## src/rtl/i2cmbe_pkg.sv

```systemverilog
package i2cmbe_pkg;

  // Width of the tick counters and of the timing registers
  localparam int CNT_W      = 10;
  localparam int FUNC_W     = 3;
  localparam int BYTE_W     = 8;
  localparam int BIT_CNT_W  = 4;
  localparam int APB_DATA_W = 32;
  localparam int APB_ADDR_W = 3;

  localparam logic [CNT_W-1:0] HALF_BIT_RESET = CNT_W'(20);
  localparam logic [CNT_W-1:0] BUS_FREE_RESET = CNT_W'(60);

  // Bit counter: data bits are 0..7, bit 8 is the ACK bit
  localparam logic [BIT_CNT_W-1:0] BITS_PER_BYTE = BIT_CNT_W'(8);
  localparam logic [BIT_CNT_W-1:0] LAST_BIT_DONE = BIT_CNT_W'(9);

  // Register index (byte address bit 2)
  localparam logic REG_HALF_BIT_TICKS = 1'b0;
  localparam logic REG_BUS_FREE_TICKS = 1'b1;

  typedef enum logic [FUNC_W-1:0] {
    CMD_NONE      = 3'd0,
    CMD_START     = 3'd1,
    CMD_STOP      = 3'd2,
    CMD_WRITE     = 3'd3,
    CMD_READ_ACK  = 3'd4,
    CMD_READ_NACK = 3'd5
  } cmd_t;

  typedef enum logic [1:0] {
    ST_OK       = 2'd0,
    ST_NACK     = 2'd1,
    ST_REJECTED = 2'd2
  } status_t;

  typedef enum logic [3:0] {
    PH_IDLE = 4'd0,
    PH_S1   = 4'd1,
    PH_S2   = 4'd2,
    PH_S3   = 4'd3,
    PH_P1   = 4'd4,
    PH_P2   = 4'd5,
    PH_P3   = 4'd6,
    PH_FREE = 4'd7,
    PH_BA   = 4'd8,
    PH_BB   = 4'd9,
    PH_BC   = 4'd10
  } phase_t;

  typedef struct packed {
    logic [CNT_W-1:0] half_bit_ticks;
    logic [CNT_W-1:0] bus_free_ticks;
  } cfg_t;

  typedef struct packed {
    logic [FUNC_W-1:0] func;
    logic [BYTE_W-1:0] data;
    logic              sda_level;
  } tick_t;

  typedef struct packed {
    logic              scl_released;
    logic              sda_released;
    logic              busy_res;
    logic              done_res;
    logic [1:0]        status;
    logic [BYTE_W-1:0] read_data;
  } res_t;

endpackage

```

## src/rtl/i2cmbe_tick_if.sv

```systemverilog
interface i2cmbe_tick_if import i2cmbe_pkg::*; ();
  logic              valid;
  logic              ready;
  logic [FUNC_W-1:0] func;
  logic [BYTE_W-1:0] data;
  logic              sda_level;

  modport source (output valid, func, data, sda_level, input ready);
  modport sink (input valid, func, data, sda_level, output ready);
endinterface

```

## src/rtl/i2cmbe_result_if.sv

```systemverilog
interface i2cmbe_result_if import i2cmbe_pkg::*; ();
  logic              valid;
  logic              ready;
  logic              scl_released;
  logic              sda_released;
  logic              busy_res;
  logic              done_res;
  logic [1:0]        status;
  logic [BYTE_W-1:0] read_data;

  modport source (output valid, scl_released, sda_released, busy_res, done_res, status,
                  read_data, input ready);
  modport sink (input valid, scl_released, sda_released, busy_res, done_res, status,
                read_data, output ready);
endinterface

```

## src/rtl/i2cmbe_cfg.sv

```systemverilog
module i2cmbe_cfg import i2cmbe_pkg::*; (
  input  logic                  clk,
  input  logic                  rst,
  input  logic                  psel,
  input  logic                  penable,
  input  logic                  pwrite,
  input  logic [APB_ADDR_W-1:0] paddr,
  input  logic [APB_DATA_W-1:0] pwdata,
  output logic [APB_DATA_W-1:0] prdata,
  output logic                  pready,
  output cfg_t                  cfg
);

  logic wr_en;

  assign pready = 1'b1;
  assign wr_en  = psel && penable && pwrite;

  always_ff @(posedge clk) begin
    if (rst) begin
      cfg.half_bit_ticks <= HALF_BIT_RESET;
      cfg.bus_free_ticks <= BUS_FREE_RESET;
    end else if (wr_en) begin
      if (paddr[2] == REG_HALF_BIT_TICKS) begin
        cfg.half_bit_ticks <= pwdata[CNT_W-1:0];
      end else begin
        cfg.bus_free_ticks <= pwdata[CNT_W-1:0];
      end
    end
  end

  always_comb begin
    if (paddr[2] == REG_BUS_FREE_TICKS) begin
      prdata = APB_DATA_W'(cfg.bus_free_ticks);
    end else begin
      prdata = APB_DATA_W'(cfg.half_bit_ticks);
    end
  end

endmodule

```

## src/rtl/i2cmbe_engine.sv

```systemverilog
module i2cmbe_engine import i2cmbe_pkg::*; (
  input  logic  clk,
  input  logic  rst,
  input  cfg_t  cfg,
  input  tick_t tk,
  input  logic  advance,
  output res_t  res
);

  // Bus and command state
  logic                 scl_line, sda_line;
  phase_t               phase;
  cmd_t                 cmd;
  logic [BIT_CNT_W-1:0] bit_cnt;
  logic [CNT_W-1:0]     dly;
  logic [BYTE_W-1:0]    shift_byte;
  logic                 ack_seen;

  // After command launch
  logic                 scl_a, sda_a;
  phase_t               ph_a;
  cmd_t                 cmd_a;
  logic [BIT_CNT_W-1:0] bit_a;
  logic [CNT_W-1:0]     dly_a;
  logic [BYTE_W-1:0]    sh_a;
  logic                 ack_a;

  // After phase end
  logic                 scl_next, sda_next;
  phase_t               phase_next;
  cmd_t                 cmd_next;
  logic [BIT_CNT_W-1:0] bit_cnt_next;
  logic [CNT_W-1:0]     dly_next;
  logic [BYTE_W-1:0]    shift_byte_next;
  logic                 ack_seen_next;

  logic                 is_cmd, launch, rejected, finished, ent;
  phase_t               ent_ph;
  logic [CNT_W-1:0]     half, dly_dec;

  function automatic logic send_bit(input cmd_t c, input logic [BIT_CNT_W-1:0] b,
                                    input logic [BYTE_W-1:0] sh);
    logic r;
    if (c == CMD_WRITE) begin
      r = (b < BITS_PER_BYTE) ? sh[3'd7 - b[2:0]] : 1'b1;
    end else begin
      r = (b < BITS_PER_BYTE) ? 1'b1 : (c == CMD_READ_NACK);
    end
    return r;
  endfunction

  // Line levels on entering a phase; {scl, sda}
  function automatic logic [1:0] enter_lines(input phase_t p, input logic scl,
                                             input logic sda, input logic bsend);
    logic [1:0] r;
    r = {scl, sda};
    case (p)
      PH_S1:   r = 2'b11;
      PH_S2:   r[0] = 1'b0;
      PH_S3:   r[1] = 1'b0;
      PH_P1:   r[0] = 1'b0;
      PH_P2:   r[1] = 1'b1;
      PH_P3:   r[0] = 1'b1;
      PH_BA:   r[0] = bsend;
      PH_BB:   r[1] = 1'b1;
      PH_BC:   r[1] = 1'b0;
      default: r = {scl, sda};
    endcase
    return r;
  endfunction

  assign half     = (cfg.half_bit_ticks == '0) ? CNT_W'(1) : cfg.half_bit_ticks;
  assign is_cmd   = tk.func inside {[CMD_START:CMD_READ_NACK]};
  assign launch   = (phase == PH_IDLE) && is_cmd;
  assign rejected = (phase != PH_IDLE) && is_cmd;

  // Next state
  always_comb begin
    scl_a = scl_line;
    sda_a = sda_line;
    ph_a  = phase;
    cmd_a = cmd;
    bit_a = bit_cnt;
    dly_a = dly;
    sh_a  = shift_byte;
    ack_a = ack_seen;
    if (launch) begin
      cmd_a = cmd_t'(tk.func);
      bit_a = '0;
      ack_a = 1'b0;
      sh_a  = (tk.func == CMD_WRITE) ? tk.data : '0;
      case (tk.func)
        CMD_START: ph_a = PH_S1;
        CMD_STOP:  ph_a = PH_P1;
        default:   ph_a = PH_BA;
      endcase
      dly_a = half;
      {scl_a, sda_a} = enter_lines(ph_a, scl_line, sda_line, send_bit(cmd_a, bit_a, sh_a));
    end

    scl_next        = scl_a;
    sda_next        = sda_a;
    phase_next      = ph_a;
    cmd_next        = cmd_a;
    bit_cnt_next    = bit_a;
    dly_next        = dly_a;
    shift_byte_next = sh_a;
    ack_seen_next   = ack_a;
    finished        = 1'b0;
    ent             = 1'b0;
    ent_ph          = ph_a;
    dly_dec         = dly_a - CNT_W'(1);

    if (ph_a != PH_IDLE) begin
      dly_next = dly_dec;
      if (dly_dec == '0) begin
        case (ph_a)
          PH_S1: begin ent = 1'b1; ent_ph = PH_S2; end
          PH_S2: begin ent = 1'b1; ent_ph = PH_S3; end
          PH_P1: begin ent = 1'b1; ent_ph = PH_P2; end
          PH_P2: begin ent = 1'b1; ent_ph = PH_P3; end
          PH_P3: begin
            if (cfg.bus_free_ticks != '0) begin
              ent    = 1'b1;
              ent_ph = PH_FREE;
            end else begin
              finished = 1'b1;
            end
          end
          PH_BA: begin ent = 1'b1; ent_ph = PH_BB; end
          PH_BB: begin
            // sample SDA at the end of the SCL-high phase
            if (cmd_a == CMD_WRITE) begin
              if (bit_a >= BITS_PER_BYTE) ack_seen_next = !tk.sda_level;
            end else if (bit_a < BITS_PER_BYTE) begin
              shift_byte_next = {sh_a[BYTE_W-2:0], tk.sda_level};
            end
            ent    = 1'b1;
            ent_ph = PH_BC;
          end
          PH_BC: begin
            bit_cnt_next = bit_a + BIT_CNT_W'(1);
            if (bit_cnt_next >= LAST_BIT_DONE) begin
              finished = 1'b1;
            end else begin
              ent    = 1'b1;
              ent_ph = PH_BA;
            end
          end
          default: finished = 1'b1;
        endcase
      end
    end

    if (ent) begin
      phase_next = ent_ph;
      dly_next   = (ent_ph == PH_FREE) ? cfg.bus_free_ticks : half;
      {scl_next, sda_next} = enter_lines(ent_ph, scl_a, sda_a,
                                         send_bit(cmd_a, bit_cnt_next, shift_byte_next));
    end
    if (finished) begin
      phase_next = PH_IDLE;
      cmd_next   = CMD_NONE;
      dly_next   = '0;
    end
  end

  // Result of this tick
  always_comb begin
    res.scl_released = scl_a;
    res.sda_released = sda_a;
    res.busy_res     = (phase_next != PH_IDLE);
    res.done_res     = finished || rejected;
    res.status       = ST_OK;
    res.read_data    = '0;
    if (finished) begin
      if (cmd_a == CMD_WRITE) begin
        res.status = ack_seen_next ? ST_OK : ST_NACK;
      end else if (cmd_a == CMD_READ_ACK || cmd_a == CMD_READ_NACK) begin
        res.read_data = shift_byte_next;
      end
    end else if (rejected) begin
      res.status = ST_REJECTED;
    end
  end

  always_ff @(posedge clk) begin
    if (rst) begin
      scl_line   <= 1'b1;
      sda_line   <= 1'b1;
      phase      <= PH_IDLE;
      cmd        <= CMD_NONE;
      bit_cnt    <= '0;
      dly        <= '0;
      shift_byte <= '0;
      ack_seen   <= 1'b0;
    end else if (advance) begin
      scl_line   <= scl_next;
      sda_line   <= sda_next;
      phase      <= phase_next;
      cmd        <= cmd_next;
      bit_cnt    <= bit_cnt_next;
      dly        <= dly_next;
      shift_byte <= shift_byte_next;
      ack_seen   <= ack_seen_next;
    end
  end

endmodule

```

## src/rtl/i2c_master_byte_engine_top.sv

```systemverilog
// I2C master byte engine. Each transfer on the tick channel is one time tick of
// the bus timing and carries an optional command in func (start, stop, write
// byte, read with ACK, read with NACK); every tick gives exactly one transfer on
// the result channel with the SCL/SDA release levels for that tick, busy, and on
// completion done, status and the byte read. A command given while busy is
// answered at once with status "rejected" and the running command goes on; one
// given on the finishing tick is dropped. The engine takes one tick per clock
// cycle while results are taken; a tick's result passes through one input
// register and one result register, and the combinational next-state logic of
// the phase sequencer sets that rate. Timing registers are written over the APB
// port: half_bit_ticks at byte address 0, bus_free_ticks at byte address 4;
// write them only while the engine is idle.
module i2c_master_byte_engine_top import i2cmbe_pkg::*; (
  input  logic                  clk,
  input  logic                  rst,
  input  logic                  psel,
  input  logic                  penable,
  input  logic                  pwrite,
  input  logic [APB_ADDR_W-1:0] paddr,
  input  logic [APB_DATA_W-1:0] pwdata,
  output logic [APB_DATA_W-1:0] prdata,
  output logic                  pready,
  i2cmbe_tick_if.sink           tick,
  i2cmbe_result_if.source       result
);

  cfg_t  cfg;
  tick_t tick_reg;
  logic  tick_valid;
  logic  advance;
  res_t  res_comb;
  res_t  res_reg;
  logic  res_valid;

  i2cmbe_cfg u_cfg (
    .clk     (clk),
    .rst     (rst),
    .psel    (psel),
    .penable (penable),
    .pwrite  (pwrite),
    .paddr   (paddr),
    .pwdata  (pwdata),
    .prdata  (prdata),
    .pready  (pready),
    .cfg     (cfg)
  );

  // Advance the held tick into the result register when that slot frees up
  assign advance    = tick_valid && (!res_valid || result.ready);
  assign tick.ready = !tick_valid || advance;

  always_ff @(posedge clk) begin
    if (rst) begin
      tick_valid <= 1'b0;
    end else if (tick.ready) begin
      tick_valid <= tick.valid;
    end
  end

  // Capture the payload on every accepted transfer
  always_ff @(posedge clk) begin
    if (tick.valid && tick.ready) begin
      tick_reg.func      <= tick.func;
      tick_reg.data      <= tick.data;
      tick_reg.sda_level <= tick.sda_level;
    end
  end

  i2cmbe_engine u_engine (
    .clk     (clk),
    .rst     (rst),
    .cfg     (cfg),
    .tk      (tick_reg),
    .advance (advance),
    .res     (res_comb)
  );

  // Hold the result until the sink takes it
  always_ff @(posedge clk) begin
    if (rst) begin
      res_valid <= 1'b0;
    end else if (advance) begin
      res_valid <= 1'b1;
    end else if (result.ready) begin
      res_valid <= 1'b0;
    end
  end

  always_ff @(posedge clk) begin
    if (advance) begin
      res_reg <= res_comb;
    end
  end

  assign result.valid        = res_valid;
  assign result.scl_released = res_reg.scl_released;
  assign result.sda_released = res_reg.sda_released;
  assign result.busy_res     = res_reg.busy_res;
  assign result.done_res     = res_reg.done_res;
  assign result.status       = res_reg.status;
  assign result.read_data    = res_reg.read_data;

endmodule

```

## src/flat_wrapper.sv

```systemverilog
// flat-port wrapper written by rule: the top's interface ports become plain ports
module i2c_master_byte_engine_top_flat import i2cmbe_pkg::*;
  (clk, rst, psel, penable, pwrite, paddr, pwdata, prdata, pready, tick_valid, tick_func, tick_data, tick_sda_level, tick_ready, result_valid, result_scl_released, result_sda_released, result_busy_res, result_done_res, result_status, result_read_data, result_ready);
  i2cmbe_tick_if tick_i ();
  i2cmbe_result_if result_i ();
  input  logic clk;
  input  logic rst;
  input  logic psel;
  input  logic penable;
  input  logic pwrite;
  input  logic [APB_ADDR_W-1:0] paddr;
  input  logic [APB_DATA_W-1:0] pwdata;
  output logic [APB_DATA_W-1:0] prdata;
  output logic pready;
  input wire logic [$bits(tick_i.valid)-1:0] tick_valid;
  input wire logic [$bits(tick_i.func)-1:0] tick_func;
  input wire logic [$bits(tick_i.data)-1:0] tick_data;
  input wire logic [$bits(tick_i.sda_level)-1:0] tick_sda_level;
  output wire logic [$bits(tick_i.ready)-1:0] tick_ready;
  output wire logic [$bits(result_i.valid)-1:0] result_valid;
  output wire logic [$bits(result_i.scl_released)-1:0] result_scl_released;
  output wire logic [$bits(result_i.sda_released)-1:0] result_sda_released;
  output wire logic [$bits(result_i.busy_res)-1:0] result_busy_res;
  output wire logic [$bits(result_i.done_res)-1:0] result_done_res;
  output wire logic [$bits(result_i.status)-1:0] result_status;
  output wire logic [$bits(result_i.read_data)-1:0] result_read_data;
  input wire logic [$bits(result_i.ready)-1:0] result_ready;
  assign tick_i.valid = tick_valid;
  assign tick_i.func = tick_func;
  assign tick_i.data = tick_data;
  assign tick_i.sda_level = tick_sda_level;
  assign tick_ready = tick_i.ready;
  assign result_valid = result_i.valid;
  assign result_scl_released = result_i.scl_released;
  assign result_sda_released = result_i.sda_released;
  assign result_busy_res = result_i.busy_res;
  assign result_done_res = result_i.done_res;
  assign result_status = result_i.status;
  assign result_read_data = result_i.read_data;
  assign result_i.ready = result_ready;
  i2c_master_byte_engine_top u_core (.clk(clk), .rst(rst), .psel(psel), .penable(penable), .pwrite(pwrite), .paddr(paddr), .pwdata(pwdata), .prdata(prdata), .pready(pready), .tick(tick_i), .result(result_i));
endmodule
```

## config.mk

```make
export PLATFORM = sky130hd
export DESIGN_NAME = i2c_master_byte_engine_top_flat
export DESIGN_NICKNAME = d
export VERILOG_FILES = /design/src/rtl/i2cmbe_pkg.sv /design/src/rtl/i2cmbe_tick_if.sv /design/src/rtl/i2cmbe_result_if.sv /design/src/rtl/i2cmbe_cfg.sv /design/src/rtl/i2cmbe_engine.sv /design/src/rtl/i2c_master_byte_engine_top.sv /design/src/flat_wrapper.sv
export SDC_FILE = /design/constraint.sdc
export NUM_CORES = 1
export LEC_CHECK = 0
export BUFFER_PORTS_ARGS = -buffer_cell sky130_fd_sc_hd__buf_2
export CELL_PAD_IN_SITES_DETAIL_PLACEMENT = 1
export CELL_PAD_IN_SITES_GLOBAL_PLACEMENT = 2
export CORE_MARGIN = 3
export CORE_UTILIZATION = 32
export CTS_CLUSTER_SIZE = 40
export DETAILED_ROUTE_END_ITERATION = 12
export PLACE_DENSITY_LB_ADDON = 0.1
export SYNTH_ARGS = -nofsm -noshare
export SYNTH_HDL_FRONTEND = slang
export SYNTH_SLANG_ARGS = --single-unit
```

## constraint.sdc

```tcl
create_clock -name clk -period 7.1 [get_ports clk]
set_input_delay 0.71 -clock clk [delete_from_list [all_inputs] [get_ports clk]]
set_output_delay 0.71 -clock clk [all_outputs]
set_load 0.01 [all_outputs]
```

=== After elaboration in Yosys (flattened, before gate mapping) ===
Cells that the tools add are included.
Widths: inputs -> output; s select.

* Word-level logic and storage cells: 167
* Register bits: 80

* Add/sub/neg operators: 3
* Mux-type cells: 66
* Magnitude comparators: 7
* Equality and inequality tests: 33
* Reductions and logical operators: 34
* Bitwise operators: 3

{| class="wikitable"
|+ Operator list
! kind !! count
|-
| $mux 10 || 7
|-
| $mux 8 || 7
|-
| $mux 4 || 12
|-
| $eq 4x3->1 const B || 10
|-
| $eq 4x4->1 const B || 9
|-
| $pmux 4 s8 || 1
|-
| $mux 1 || 27
|-
| $eq 4x2->1 const B || 5
|-
| $logic_not 10->1 || 2
|-
| $eq 4x1->1 const B || 3
|-
| $pmux 1 s3 || 4
|-
| $reduce_bool 4->1 || 3
|-
| $reduce_or 2->1 || 6
|-
| $reduce_bool 10->1 || 1
|-
| $sub 10x1->10 const B || 1
|-
| $eq 3x2->1 const B || 3
|-
| $reduce_or 3->1 || 3
|-
| $ge 4x4->1 const B || 2
|-
| $lt 4x4->1 const B || 2
|-
| $pmux 4 s2 || 1
|-
| $logic_and 1x1->1 || 7
|-
| $eq 3x3->1 const B || 2
|-
| $mux 3 || 2
|-
| $reduce_or 6->1 || 1
|-
| 15 further kinds || 25
|}

=== Longest topological paths before layout ===
Gate-level depths: netlist of the first run.

* Word-level depth: 16
* Mapped depth: 22

=== Hierarchy ===
A second synthesis of the first run with hierarchy kept.

* Cells, all modules: 607
* Area total of the unflattened synthesis: 5296.3 sq um

{| class="wikitable"
|+ By module, submodules not included
! module !! times used !! sequential area each (sq um) !! cells each !! area an instance (sq um)
|-
| i2cmbe_engine || 1 || 640.6 || 454 || 3273.1
|-
| i2cmbe_cfg || 1 || 400.4 || 117 || 1138.6
|-
| i2c_master_byte_engine_top || 1 || 820.8 || 36 || 884.6
|}

=== Least setup slack after synthesis of the first run ===
Ideal clock, no wire load.

* Path kind: flip-flop to flip-flop
* From: reg u_core.tick_reg[9] (netlist bit)
* To: reg u_core.u_engine.dly[7]
* Cell stages (with the launch flop): 21
* Setup time: 130 ps
* Arrival time: 5341 ps
* Setup slack: 1630 ps
* Period minus slack after synthesis: 5470 ps
* Cell sequence: edfxtp_1 > clkbuf_1 > or3_1 > nand3_1 > buf_2 > clkbuf_1 > clkbuf_1 > mux2i_1 > ha_1 > or4b_2 > mux2i_1 > a2111oi_0 > a31oi_1 > a21o_1 > buf_2 > o31ai_1 > o311ai_1 > nor3_1 > buf_4 > mux2i_1 > o211ai_1

* Word-level cells in the longest chain between the ends: 14
* Elaborated cells on any way between the ends: 43
* Classes of those cells: add/sub: 2; order compare: 3; eq/ne: 11; mux: 22; reduce/logical: 5

{| class="wikitable"
|+ Ends and longest elaborated chain
! what !! line !! source
|-
| from (decl) || i2c_master_byte_engine_top.sv:28 || <nowiki>tick_t tick_reg;</nowiki>
|-
| $ge 3x1->1 or $le 3x3->1 (tied branches) || i2cmbe_engine.sv:73 || <nowiki>assign is_cmd = tk.func inside {[CMD_START:CMD_READ_NACK]};</nowiki>
|-
| $logic_and 1x1->1 || i2cmbe_engine.sv:73 ||
|-
| $logic_and 1x1->1 || i2cmbe_engine.sv:74 || <nowiki>assign launch = (phase == PH_IDLE) && is_cmd;</nowiki>
|-
| $mux 4 || i2cmbe_engine.sv:87 || <nowiki>if (launch) begin</nowiki>
|-
| $add 4x1->4 || i2cmbe_engine.sv:142 || <nowiki>bit_cnt_next = bit_a + BIT_CNT_W'(1);</nowiki>
|-
| $ge 4x4->1 || i2cmbe_engine.sv:143 || <nowiki>if (bit_cnt_next >= LAST_BIT_DONE) begin</nowiki>
|-
| $mux 4 || i2cmbe_engine.sv:143 ||
|-
| $pmux 4 s8 || i2cmbe_engine.sv:117 || <nowiki>case (ph_a)</nowiki>
|-
| $mux 4 || i2cmbe_engine.sv:116 || <nowiki>if (dly_dec == '0) begin</nowiki>
|-
| $mux 4 || i2cmbe_engine.sv:114 || <nowiki>if (ph_a != PH_IDLE) begin</nowiki>
|-
| $eq 4x3->1 || i2cmbe_engine.sv:157 || <nowiki>dly_next = (ent_ph == PH_FREE) ? cfg.bus_free_ticks : half;</nowiki>
|-
| $mux 10 || i2cmbe_engine.sv:157 ||
|-
| $mux 10 || i2cmbe_engine.sv:155 || <nowiki>if (ent) begin</nowiki>
|-
| $mux 10 * || i2cmbe_engine.sv:161 || <nowiki>if (finished) begin</nowiki>
|-
| to (signal assigned) || i2cmbe_engine.sv:203 || <nowiki>dly <= dly_next;</nowiki>
|-
| to (decl) || i2cmbe_engine.sv:15 || <nowiki>logic [CNT_W-1:0] dly;</nowiki>
|}

Mark *: on every way between the ends. The rest lies on a longest branch, timed or not. The select of a mux whose other input is x is not followed.
A chain may end at the register's enable or synchronous reset.

=== Worst setup path in the final report of the first run ===
* From: reg u_core.u_engine.phase[1]
* To: reg u_core.u_engine.sda_line

* Word-level cells in the longest chain between the ends: 15
* Elaborated cells on any way between the ends: 58
* Classes of those cells: add/sub: 3; order compare: 3; eq/ne: 15; mux: 30; reduce/logical: 7

{| class="wikitable"
|+ Ends and longest elaborated chain
! what !! line !! source
|-
| from (decl) || i2cmbe_engine.sv:12 || <nowiki>phase_t phase;</nowiki>
|-
| from (signal assigned) || i2cmbe_engine.sv:200 || <nowiki>phase <= phase_next;</nowiki>
|-
| parallel branches: the longest is 14 deep, another holds $sub 10x1->10 || n/a ||
|-
| $mux 1 * || i2cmbe_engine.sv:155 ||
|-
| to (signal assigned) || i2cmbe_engine.sv:199 || <nowiki>sda_line <= sda_next;</nowiki>
|-
| to (decl) || i2cmbe_engine.sv:11 || <nowiki>logic scl_line, sda_line;</nowiki>
|}

Mark *: on every way between the ends. The select of a mux whose other input is x is not followed.

==> impl_metrics.env, run 1 <==
export IMPL_status="completed"
export IMPL_synth_edf_count=26
export IMPL_grt_use_met3_pct=2.89
export IMPL_drive_gt1_share_pct=16.1
export IMPL_nNetsFinal=748
export IMPL_cts_buffers=9
export IMPL_start_kind="register"
export IMPL_largest_register_ffs=20
export IMPL_grt_max_degree=50
export IMPL_period_share_pct=81.6
export IMPL_die_height_um=134
export IMPL_routed_wl_um=17300
export IMPL_cpPeakStageDelay_ns=0.70
export IMPL_ios=103
export IMPL_grt_first_pass_wirelength_um=27800
export IMPL_layout_common_cells="nand2_1 (101), nor2_1 (57), buf_2 (55)"
export IMPL_layout_commonest_cell="nand2_1"
export IMPL_tightestPinTransition_ns=1.01
export IMPL_skew_ns=0.00799
export IMPL_seqPwrFrac_pct=40.0
export IMPL_clk_path_buf_depth=2
export IMPL_period_needed_ns=5.79
export IMPL_syn_inst=661
export IMPL_crit_path_max_fanout=21
export IMPL_gr_usage_met1_pct=23.8
export IMPL_switchingPower_mw=0.394
export IMPL_cts_clk_slew_worst_paths_ns=0.06
export IMPL_viasPerCell=5.48
export IMPL_overflow=0
export IMPL_max_freq_mhz=173
export IMPL_synth_cell_types=75
export IMPL_synth_ff_type="dfxtp_1"
export IMPL_whs_path_depth=1
export IMPL_postCtsHoldBufs=0
export IMPL_synth_xor_area_share_pct=1.66
export IMPL_fillCellCount=1969
export IMPL_reg2reg_to="u_core.u_engine.sda_line"
export IMPL_initial_utilization_pct=33.0
export IMPL_area_growth_pct=12.5
export IMPL_cp_arrival_ns=6.09
export IMPL_grt_usage_pct=19.4
export IMPL_rsz0062_at_grt="false"
export IMPL_power_leakage_nw=2.18
export IMPL_clockPowerShare_pct=40.1
export IMPL_crit_buf_inv=0
export IMPL_vias=5001
export IMPL_crit_chain="or4_4 -> nor3_4 -> mux2i_1 -> ha_1 -> or4b_2 -> o21ai_0 -> nand3_1 -> a221oi_2 -> o221ai_2 -> nor4_4 -> o31ai_1 -> nand3b_1 -> a2111o_1 -> a221o_1 -> nand2_1"
export IMPL_antenna_cells=0
export IMPL_finalHoldViolCount=0
export IMPL_gp_congestion=0.854
export IMPL_crit_path_start="u_core.u_engine.phase[1]"
export IMPL_p_sw_share_pct=30.8
export IMPL_synth_compound_area_share_pct=20.7
export IMPL_dieWidth_um=134
export IMPL_synth_simple_gate_area_share_pct=27.1
export IMPL_async_flop_share_pct=0
export IMPL_antenna_found_initial=0
export IMPL_syn_area_um2=5270
export IMPL_yosysWarnings=0
export IMPL_synth_avg_cell_area_um2=7.98
export IMPL_r2r_start="u_core.u_engine.phase[1]"
export IMPL_worstSetupEndpointType="register"
export IMPL_crit_path_top_delay_cell="or4b_2"
export IMPL_p_int_mw=0.884
export IMPL_reg2reg_depth=15
export IMPL_slew_limit_headroom_pct=33.0
export IMPL_cts_tree="built"
export IMPL_clk_insertion_delay_late_ns=0.35
export IMPL_fin_area_um2=5930
export IMPL_drc=0
export IMPL_grt_pass1_vias=5212
export IMPL_hold_class="reg -> reg"
export IMPL_slew_violations=0
export IMPL_num_rows=46
export IMPL_min_from="u_core.u_engine.scl_line"
export IMPL_root_buffer="clkbuf_16"
export IMPL_ctsResizeCount=0
export IMPL_fin_total_pwr_mw=1.28
export IMPL_r2r_setup_slack_ns=1.31
export IMPL_drv_cap=0
export IMPL_cp_top_family="simple AND/OR/NAND/NOR gates"
export IMPL_port_buffers=55
export IMPL_coreArea_um2=16000
export IMPL_routedWlPerCell_um=19.0
export IMPL_ys_seq_elements=80
export IMPL_synth_adder_area_share_pct=0.712
export IMPL_h_tree_depth=3
export IMPL_drt_iter0_drc=330
export IMPL_synthMuxAreaShare_pct=6.95
export IMPL_synth_top_family_by_area="simple AND/OR/NAND/NOR gates"
export IMPL_setup_viol=0
export IMPL_critPathRequiredTime_ns=7.40
export IMPL_busiest_layer="met2"
export IMPL_die_area_um2=18100
export IMPL_vdd_drop_max_uv=112
export IMPL_dr_pass1_iters=4
export IMPL_path_class="reg -> reg"
export IMPL_antenna_left=0
export IMPL_post_cts_buffers=0
export IMPL_cts_sinks=80
export IMPL_post_dp_hpwl_um=12300
export IMPL_hold_end="u_core.u_engine.scl_line"
export IMPL_grt_util_met2_pct=34.8
export IMPL_powerDensity_nw_per_um2=216
export IMPL_place_area_um2=5620
export IMPL_setup_tns_ns=0
export IMPL_p_comb_share_pct=19.9
export IMPL_ys_seq_area_share_pct=35.3
## worst register-to-register path, delay by kind of cell, from the launching register on
kind                     cells  cell delay, ns
flip-flops                   1            0.45
multiplexers                 1            0.31
AO/OA/AOI/OAI                6            1.90
adder cells (fa/ha/maj)      1            0.34
AND/OR/NAND/NOR              7            2.74
## power by group through the flow
stage	combinational, mW	clock (mW)	sequential [mW]
finish	0.254	0.513	0.511
floorplan	0.195	0	0.513
detailed placement	0.253	0	0.521
global placement	0.250	0	0.521
global route	0.283	0.540	0.514
CTS	0.256	0.523	0.511
## cells in the mapped netlist, types with 5 or more instances
cell type / n / area share, %
or3_1: 18 / 2.1
buf_4: 24 / 3.4
nand3b_1: 9 / 1.3
mux2_2: 13 / 2.8
edfxtp_1: 26 / 15
inv_1: 7 / 0.50
o21ai_0: 28 / 2.7
a211oi_1: 6 / 0.85
dfxtp_1: 54 / 21
a211o_1: 8 / 1.3
nor2_1: 57 / 4.1
nand2_1: 101 / 7.2
nor3_1: 21 / 2.0
nand2b_1: 7 / 0.83
nor4_1: 7 / 0.83
a21oi_1: 53 / 5.0
o31ai_1: 11 / 1.6
xnor2_1: 5 / 0.83
nand3_1: 31 / 2.9
mux2i_1: 22 / 4.2
clkbuf_1: 37 / 2.6
o211ai_1: 6 / 0.85
a31oi_1: 10 / 1.2
xor2_1: 5 / 0.83
## cell families after synthesis
family                     count (synthesis)
other                                      2
xor gates and xnor gates                  10
adders and majority gates                  3
DFF                                       80
AOI/OAI and AO/OA                        166
muxes                                     35
and+or+nand+nor                          290
buffers and inverters                     75
## worst max-delay path by stage
stage / end / slack (ns) / depth (start not counted)
2_1_floorplan: u_core.u_engine.dly[7] / 1.63 / 20
3_3_place_gp: u_core.u_engine.sda_line / 1.41 / 15
3_5_place_dp: u_core.u_engine.sda_line / 1.27 / 15
4_1_cts: u_core.u_engine.sda_line / 1.23 / 15
5_1_grt: u_core.u_engine.dly[1] / 0.86 / 16
6_report: u_core.u_engine.sda_line / 1.31 / 15
## per-layer routing
metal,vias up,part of all wire [%]
li1,2421,-
met1,2463,44
met2,99,51
met3,18,3.5
met4,0,1.6
met5,-,0
## stage by stage
stage / utilization, % / hold slack (ns) / worst slack (ns) / instances
2_1_floorplan: - / 0.428 / 1.63 / 682
3_3_place_gp: 35.1 / 0.438 / 1.41 / 896
3_5_place_dp: 35.1 / 0.448 / 1.27 / 896
4_1_cts: 37.1 / 0.462 / 1.23 / 912
5_1_grt: 37.1 / 0.491 / 0.862 / 912
6_report: 37.1 / 0.460 / 1.31 / 912
## layout make-up
| type | count | area, µm² | area share (%) |
|---|---|---|---|
| Multi-Input combinational cell | 527 | 3100 | 52.4 |
| Sequential cell | 80 | 1860 | 31.4 |
| Timing Repair Buffer | 65 | 350 | 5.91 |
| Tap cell | 216 | 270 | 4.56 |
| Clock buffer | 10 | 229 | 3.86 |
| Clock inverter | 6 | 83.8 | 1.41 |
| Inverter | 8 | 30.0 | 0.506 |
Power figures use the tool's default switching activity.
==> inputs of run 2 (changes only) <==
--- a/config.mk
+++ b/config.mk
@@ -9,7 +9,7 @@
 export CELL_PAD_IN_SITES_DETAIL_PLACEMENT = 1
 export CELL_PAD_IN_SITES_GLOBAL_PLACEMENT = 2
 export CORE_MARGIN = 3
-export CORE_UTILIZATION = 32
+export CORE_UTILIZATION = 29
 export CTS_CLUSTER_SIZE = 40
 export DETAILED_ROUTE_END_ITERATION = 12
 export PLACE_DENSITY_LB_ADDON = 0.1
==> constraint.sdc (replaced) <==
create_clock -name clk -period 5 [get_ports clk]
set_input_delay 0.5 -clock clk [delete_from_list [all_inputs] [get_ports clk]]
set_output_delay 0.5 -clock clk [all_outputs]
set_load 0.01 [all_outputs]
==> impl_metrics.env, run 2 (synthesized netlist as in run 1, its figures left out) <==
export IMPL_status="completed"
export IMPL_gr_usage_met1_pct=23.9
export IMPL_busiest_layer="met2"
export IMPL_final_seq_area_um2=1860
export IMPL_setup_viol=0
export IMPL_dr_pass1_iters=4
export IMPL_initial_utilization_pct=30.1
export IMPL_root_buffer="clkbuf_16"
export IMPL_power_leakage_nw=2.57
export IMPL_path_class="reg -> reg"
export IMPL_slew_violations=0
export IMPL_h_tree_depth=3
export IMPL_preCtsSetupSlack_ns=-0.262
export IMPL_critPathRequiredTime_ns=5.30
export IMPL_cp_top_family="simple AND/OR/NAND/NOR gates"
export IMPL_fillCellCount=2120
export IMPL_vdd_drop_max_uv=173
export IMPL_period_share_pct=98.1
export IMPL_antenna_found_initial=0
export IMPL_worstSetupEndpointType="register"
export IMPL_drive_gt1_share_pct=26.3
export IMPL_finalHoldViolCount=0
export IMPL_clk_path_buf_depth=2
export IMPL_hold_class="in -> reg"
export IMPL_crit_chain="or4_4 -> nor3_4 -> mux2i_1 -> ha_2 -> or4b_4 -> mux2i_4 -> a2111oi_4 -> a31oi_2 -> a21o_2 -> buf_6 -> buf_6 -> or3_4 -> mux2_4 -> mux2_4 -> a221o_1 -> nand2_1"
export IMPL_num_rows=48
export IMPL_rsz0062_at_grt="true"
export IMPL_drv_cap=0
export IMPL_post_dp_hpwl_um=13900
export IMPL_dieWidth_um=141
export IMPL_drc=0
export IMPL_grt_use_met3_pct=3.26
export IMPL_grt_first_pass_wirelength_um=30000
export IMPL_vias=5302
export IMPL_crit_path_max_fanout=5
export IMPL_powerDensity_nw_per_um2=288
export IMPL_antenna_left=0
export IMPL_ios=103
export IMPL_cts_sinks=80
export IMPL_cts_buffers=9
export IMPL_r2r_start="u_core.u_engine.phase[3]"
export IMPL_routed_wl_um=18800
export IMPL_cp_arrival_ns=5.20
export IMPL_cts_tree="built"
export IMPL_die_area_um2=19800
export IMPL_routedWlPerCell_um=19.1
export IMPL_cts_clk_slew_worst_paths_ns=0.07
export IMPL_grt_pass1_vias=5504
export IMPL_drt_iter0_drc=246
export IMPL_grt_usage_pct=19.2
export IMPL_max_freq_mhz=204
export IMPL_overflow=0
export IMPL_slew_limit_headroom_pct=50.0
export IMPL_layout_common_cells="nand2_1 (100), buf_4 (67), nor2_1 (57)"
export IMPL_nNetsFinal=813
export IMPL_skew_ns=0.00847
export IMPL_layout_commonest_cell="nand2_1"
export IMPL_area_growth_pct=26.6
export IMPL_grt_util_met2_pct=33.4
export IMPL_tightestPinTransition_ns=0.747
export IMPL_viasPerCell=5.38
export IMPL_crit_path_start="u_core.u_engine.phase[3]"
export IMPL_postCtsHoldBufs=0
export IMPL_multi_input_area_um2=3270
export IMPL_coreArea_um2=17500
export IMPL_start_kind="register"
export IMPL_die_height_um=141
export IMPL_crit_path_top_delay_cell="or4_4"
export IMPL_dp_cells=962
export IMPL_setup_ws_ns=0.0970
export IMPL_cpPeakStageDelay_ns=0.58
export IMPL_crit_buf_inv=2
export IMPL_largest_register_ffs=20
export IMPL_finalNonFillerCells=986
export IMPL_period_needed_ns=4.90
export IMPL_min_from="tick_sda_level"
export IMPL_gp_congestion=0.858
export IMPL_port_buffers=55
export IMPL_clk_insertion_delay_late_ns=0.36
export IMPL_grt_max_degree=50
export IMPL_antenna_cells=0
==> run 2: changes by cell type in the layout (fill, tap and decap cells not counted), moves of 3 or more <==
cell / previous run / this run
o31ai_2: 0 / 3
buf_12: 0 / 3
a2111oi_0: 3 / 0
buf_4: 10 / 67
clkinv_2: 3 / 0
o31ai_1: 11 / 7
buf_6: 0 / 4
==> run 2: layout make-up <==
type | instances | area share (%)
Clock buffer | 10 | 3.75
Inverter | 8 | 0.450
Clock inverter | 6 | 1.07
Tap cell | 225 | 4.22
Timing Repair Buffer | 130 | 13.6
Sequential cell | 80 | 27.9
Multi-Input combinational cell | 527 | 49.0
==> run 2: worst paths after layout <==
| kind | endpoint | slack (ns) | cells after the start |
|---|---|---|---|
| min | u_core.tick_reg[0] | 0.32 | 1 |
| max | u_core.u_engine.sda_line | 0.1 | 16 |
| max reg2reg | u_core.u_engine.sda_line | 0.1 | 16 |
| min reg2reg | u_core.u_engine.shift_byte[7] | 0.46 | 2 |
==> run 2: worst reg2reg max path, stage by stage, from the launching register on <==
cell and delay, ns:
dfxtp_2 0.33, or4_4 0.58, nor3_4 0.22, mux2i_1 0.26
ha_2 0.25, or4b_4 0.53, mux2i_4 0.22, a2111oi_4 0.37
a31oi_2 0.11, a21o_2 0.32, buf_6 0.14, buf_6 0.12
or3_4 0.41, mux2_4 0.32, mux2_4 0.28, a221o_1 0.31
nand2_1 0.07
==> run 2: metrics by stage <==
step | area [µm²] | hold slack, ns | setup TNS, ns | util, % | total power [mW]
6_report | 6680 | 0.316 | 0 | 38.1 | 1.92
3_3_place_gp | 6130 | 0.442 | -0.165 | 34.9 | 1.15
2_1_floorplan | 5400 | 0.428 | 0 | - | 1.02
3_5_place_dp | 6130 | 0.451 | -0.716 | 34.9 | 1.16
5_1_grt | 6680 | 0.308 | -0.162 | 38.1 | 2.02
4_1_cts | 6470 | 0.309 | 0 | 36.9 | 1.90
==> run 2: power by group <==
part / total (mW) / internal (mW) / switching (mW)
sequential: 0.720 / 0.697 / 0.0226
clock: 0.723 / 0.423 / 0.300
combinational: 0.477 / 0.192 / 0.285
total: 1.92 / 1.31 / 0.608
==> run 2: repair_timing <==
item,in CTS,in global routing
gates resized for setup,6,28
cloned,0,1
buffers inserted,1,6
pin swaps,1,13
endpoints found under the setup margin,12,13
==> run 2: per-layer routing <==
layer | wire length (µm) | vias up
met5 | 0 | -
met2 | 9270 | 97
met3 | 643 | 25
met1 | 8570 | 2617
met4 | 312 | 0
li1 | - | 2563
==> inputs of run 3 (changes only) <==
--- a/config.mk
+++ b/config.mk
@@ -12,6 +12,7 @@
 export CORE_UTILIZATION = 29
 export CTS_CLUSTER_SIZE = 40
 export DETAILED_ROUTE_END_ITERATION = 12
+export GPL_TIMING_DRIVEN = 0
 export PLACE_DENSITY_LB_ADDON = 0.1
 export SYNTH_ARGS = -nofsm -noshare
 export SYNTH_HDL_FRONTEND = slang
==> impl_metrics.env, run 3 (synthesized netlist as in run 1, its figures left out) <==
export IMPL_fin_area_um2=7080
export IMPL_die_area_um2=19800
export IMPL_clk_insertion_delay_late_ns=0.36
export IMPL_fin_util_pct=40.4
export IMPL_tightestPinTransition_ns=0.887
export IMPL_fillCellCount=2077
export IMPL_p_sw_share_pct=33.0
export IMPL_hold_class="in -> reg"
export IMPL_rsz0062_at_grt="true"
export IMPL_finalNonFillerCells=1010
export IMPL_setup_viol=1
export IMPL_grt_usage_pct=21.1
export IMPL_layout_commonest_cell="nand2_1"
export IMPL_drt_iter0_drc=316
export IMPL_start_kind="register"
export IMPL_routed_wl_um=21400
export IMPL_max_freq_mhz=200
export IMPL_violations="setup timing"
export IMPL_cts_clk_slew_worst_paths_ns=0.07
export IMPL_antenna_found_initial=0
export IMPL_cpPeakStageDelay_ns=0.61
export IMPL_die_height_um=141
export IMPL_vias=5499
export IMPL_crit_chain="or4_4 -> nor3_4 -> mux2i_2 -> ha_4 -> or4b_4 -> mux2i_4 -> a2111oi_4 -> a31oi_4 -> buf_6 -> a211oi_4 -> or4b_4 -> o211ai_1 -> a21oi_2 -> a2111o_1 -> a221o_1 -> nand2_1"
export IMPL_layout_common_cells="nand2_1 (98), nor2_1 (56), buf_4 (56)"
export IMPL_crit_path_top_delay_cell="or4_4"
export IMPL_path_class="reg -> reg"
export IMPL_finalHoldViolCount=0
export IMPL_p_comb_share_pct=27.9
export IMPL_period_needed_ns=5.01
export IMPL_switchingPower_mw=0.668
export IMPL_skew_ns=0.00588
export IMPL_clockPowerShare_pct=36.4
export IMPL_vdd_drop_max_uv=173
export IMPL_power_leakage_nw=2.66
export IMPL_dieWidth_um=141
export IMPL_fin_total_pwr_mw=2.03
export IMPL_grt_first_pass_wirelength_um=32700
export IMPL_dp_cells=961
export IMPL_port_buffers=54
export IMPL_p_int_mw=1.36
export IMPL_antenna_cells=0
export IMPL_initial_utilization_pct=30.1
export IMPL_routedWlPerCell_um=21.2
export IMPL_h_tree_depth=3
export IMPL_status="complete, but fails checks"
export IMPL_viasPerCell=5.44
export IMPL_grt_max_degree=24
export IMPL_overflow=0
export IMPL_period_share_pct=100
export IMPL_final_seq_area_um2=1870
export IMPL_num_rows=48
export IMPL_slew_violations=0
export IMPL_drive_gt1_share_pct=28.0
export IMPL_cts_tree="built"
export IMPL_grt_pass1_vias=5674
export IMPL_slew_limit_headroom_pct=40.4
export IMPL_place_area_um2=5960
export IMPL_cts_sinks=80
export IMPL_antenna_left=0
export IMPL_dr_pass1_iters=5
export IMPL_nNetsFinal=837
export IMPL_powerDensity_nw_per_um2=286
export IMPL_post_dp_hpwl_um=15200
export IMPL_cts_buffers=9
export IMPL_coreArea_um2=17500
export IMPL_cp_arrival_ns=5.31
export IMPL_clk_path_buf_depth=2
export IMPL_gp_congestion=0.884
export IMPL_worstSetupEndpointType="register"
export IMPL_ios=103
export IMPL_crit_path_max_fanout=5
export IMPL_largest_register_ffs=20
export IMPL_drv_cap=0
export IMPL_multi_input_area_um2=3550
export IMPL_setup_ws_ns=-0.00972
export IMPL_cp_common_cell="or4b_4"
export IMPL_seqPwrFrac_pct=35.7
export IMPL_critPathRequiredTime_ns=5.30
export IMPL_hold_ws_ns=0.317
export IMPL_area_growth_pct=34.3
export IMPL_root_buffer="clkbuf_16"
export IMPL_drc=0
-- run 3: critical path: cells and delay by family, from the launching register on --
| kind | cells | cell delay [ns] |
|---|---|---|
| compound gates | 7 | 1.66 |
| fa+ha+maj | 1 | 0.21 |
| buf+inv | 1 | 0.19 |
| flops | 1 | 0.37 |
| mux | 2 | 0.54 |
| simple gates | 5 | 1.98 |
-- run 3: cell type report --
| type | count | area share, % |
|---|---|---|
| Buffer | 63 | 6.10 |
| Timing Repair Buffer | 91 | 8.31 |
| Clock buffer | 11 | 3.73 |
| Clock inverter | 5 | 0.866 |
| Sequential cell | 80 | 26.4 |
| Inverter | 8 | 0.424 |
| Tap cell | 225 | 3.98 |
| Multi-Input combinational cell | 527 | 50.2 |
-- run 3: power groups by stage --
stage          clock network [mW]  registers (mW)  logic, mW
2_1_floorplan                   0           0.728      0.288
3_3_place_gp                    0           0.735      0.413
3_5_place_dp                    0           0.736      0.417
4_1_cts                     0.753           0.724      0.493
5_1_grt                     0.780           0.726      0.608
6_report                    0.737           0.724      0.566
-- run 3: metrics by stage --
stage,TNS (ns),setup WS (ns)
finish,-0.00972,-0.00972
global route,-0.520,-0.205
CTS,0,0.00402
detailed placement,-39.84,-1.70
global placement,-40.00,-1.71
floorplan,0,0.00703
-- run 3: layer usage --
metal | routed length, µm | share of wire (%) | GRT usage, %
met1 | 9610 | 45 | 27.2
met5 | 0 | 0 | 0
met3 | 698 | 3.3 | 2.71
met2 | 10800 | 50 | 36.6
met4 | 331 | 1.5 | 6.83
-- run 3: timing repair --
| item | in CTS | in global routing |
|---|---|---|
| resized for setup | 69 | 28 |
| hold buffers | 0 | 0 |
| cloned | 1 | 2 |
| hold endpoints to repair | 0 | 0 |
| setup endpoints to repair | 44 | 19 |
| pin swaps | 13 | 16 |
| setup buffers | 23 | 11 |
-- run 3: path summary, 6_finish.rpt --
path / startpoint / end / slack, ns / cells past startpoint
setup reg to reg: u_core.u_engine.phase[1] / u_core.u_engine.sda_line / -0.01 / 16
hold / removal: tick_sda_level / u_core.tick_reg[0] / 0.32 / 1
setup / recovery: u_core.u_engine.phase[1] / u_core.u_engine.sda_line / -0.01 / 16
hold reg to reg: u_core.u_engine.shift_byte[2] / u_core.u_engine.shift_byte[2] / 0.46 / 2
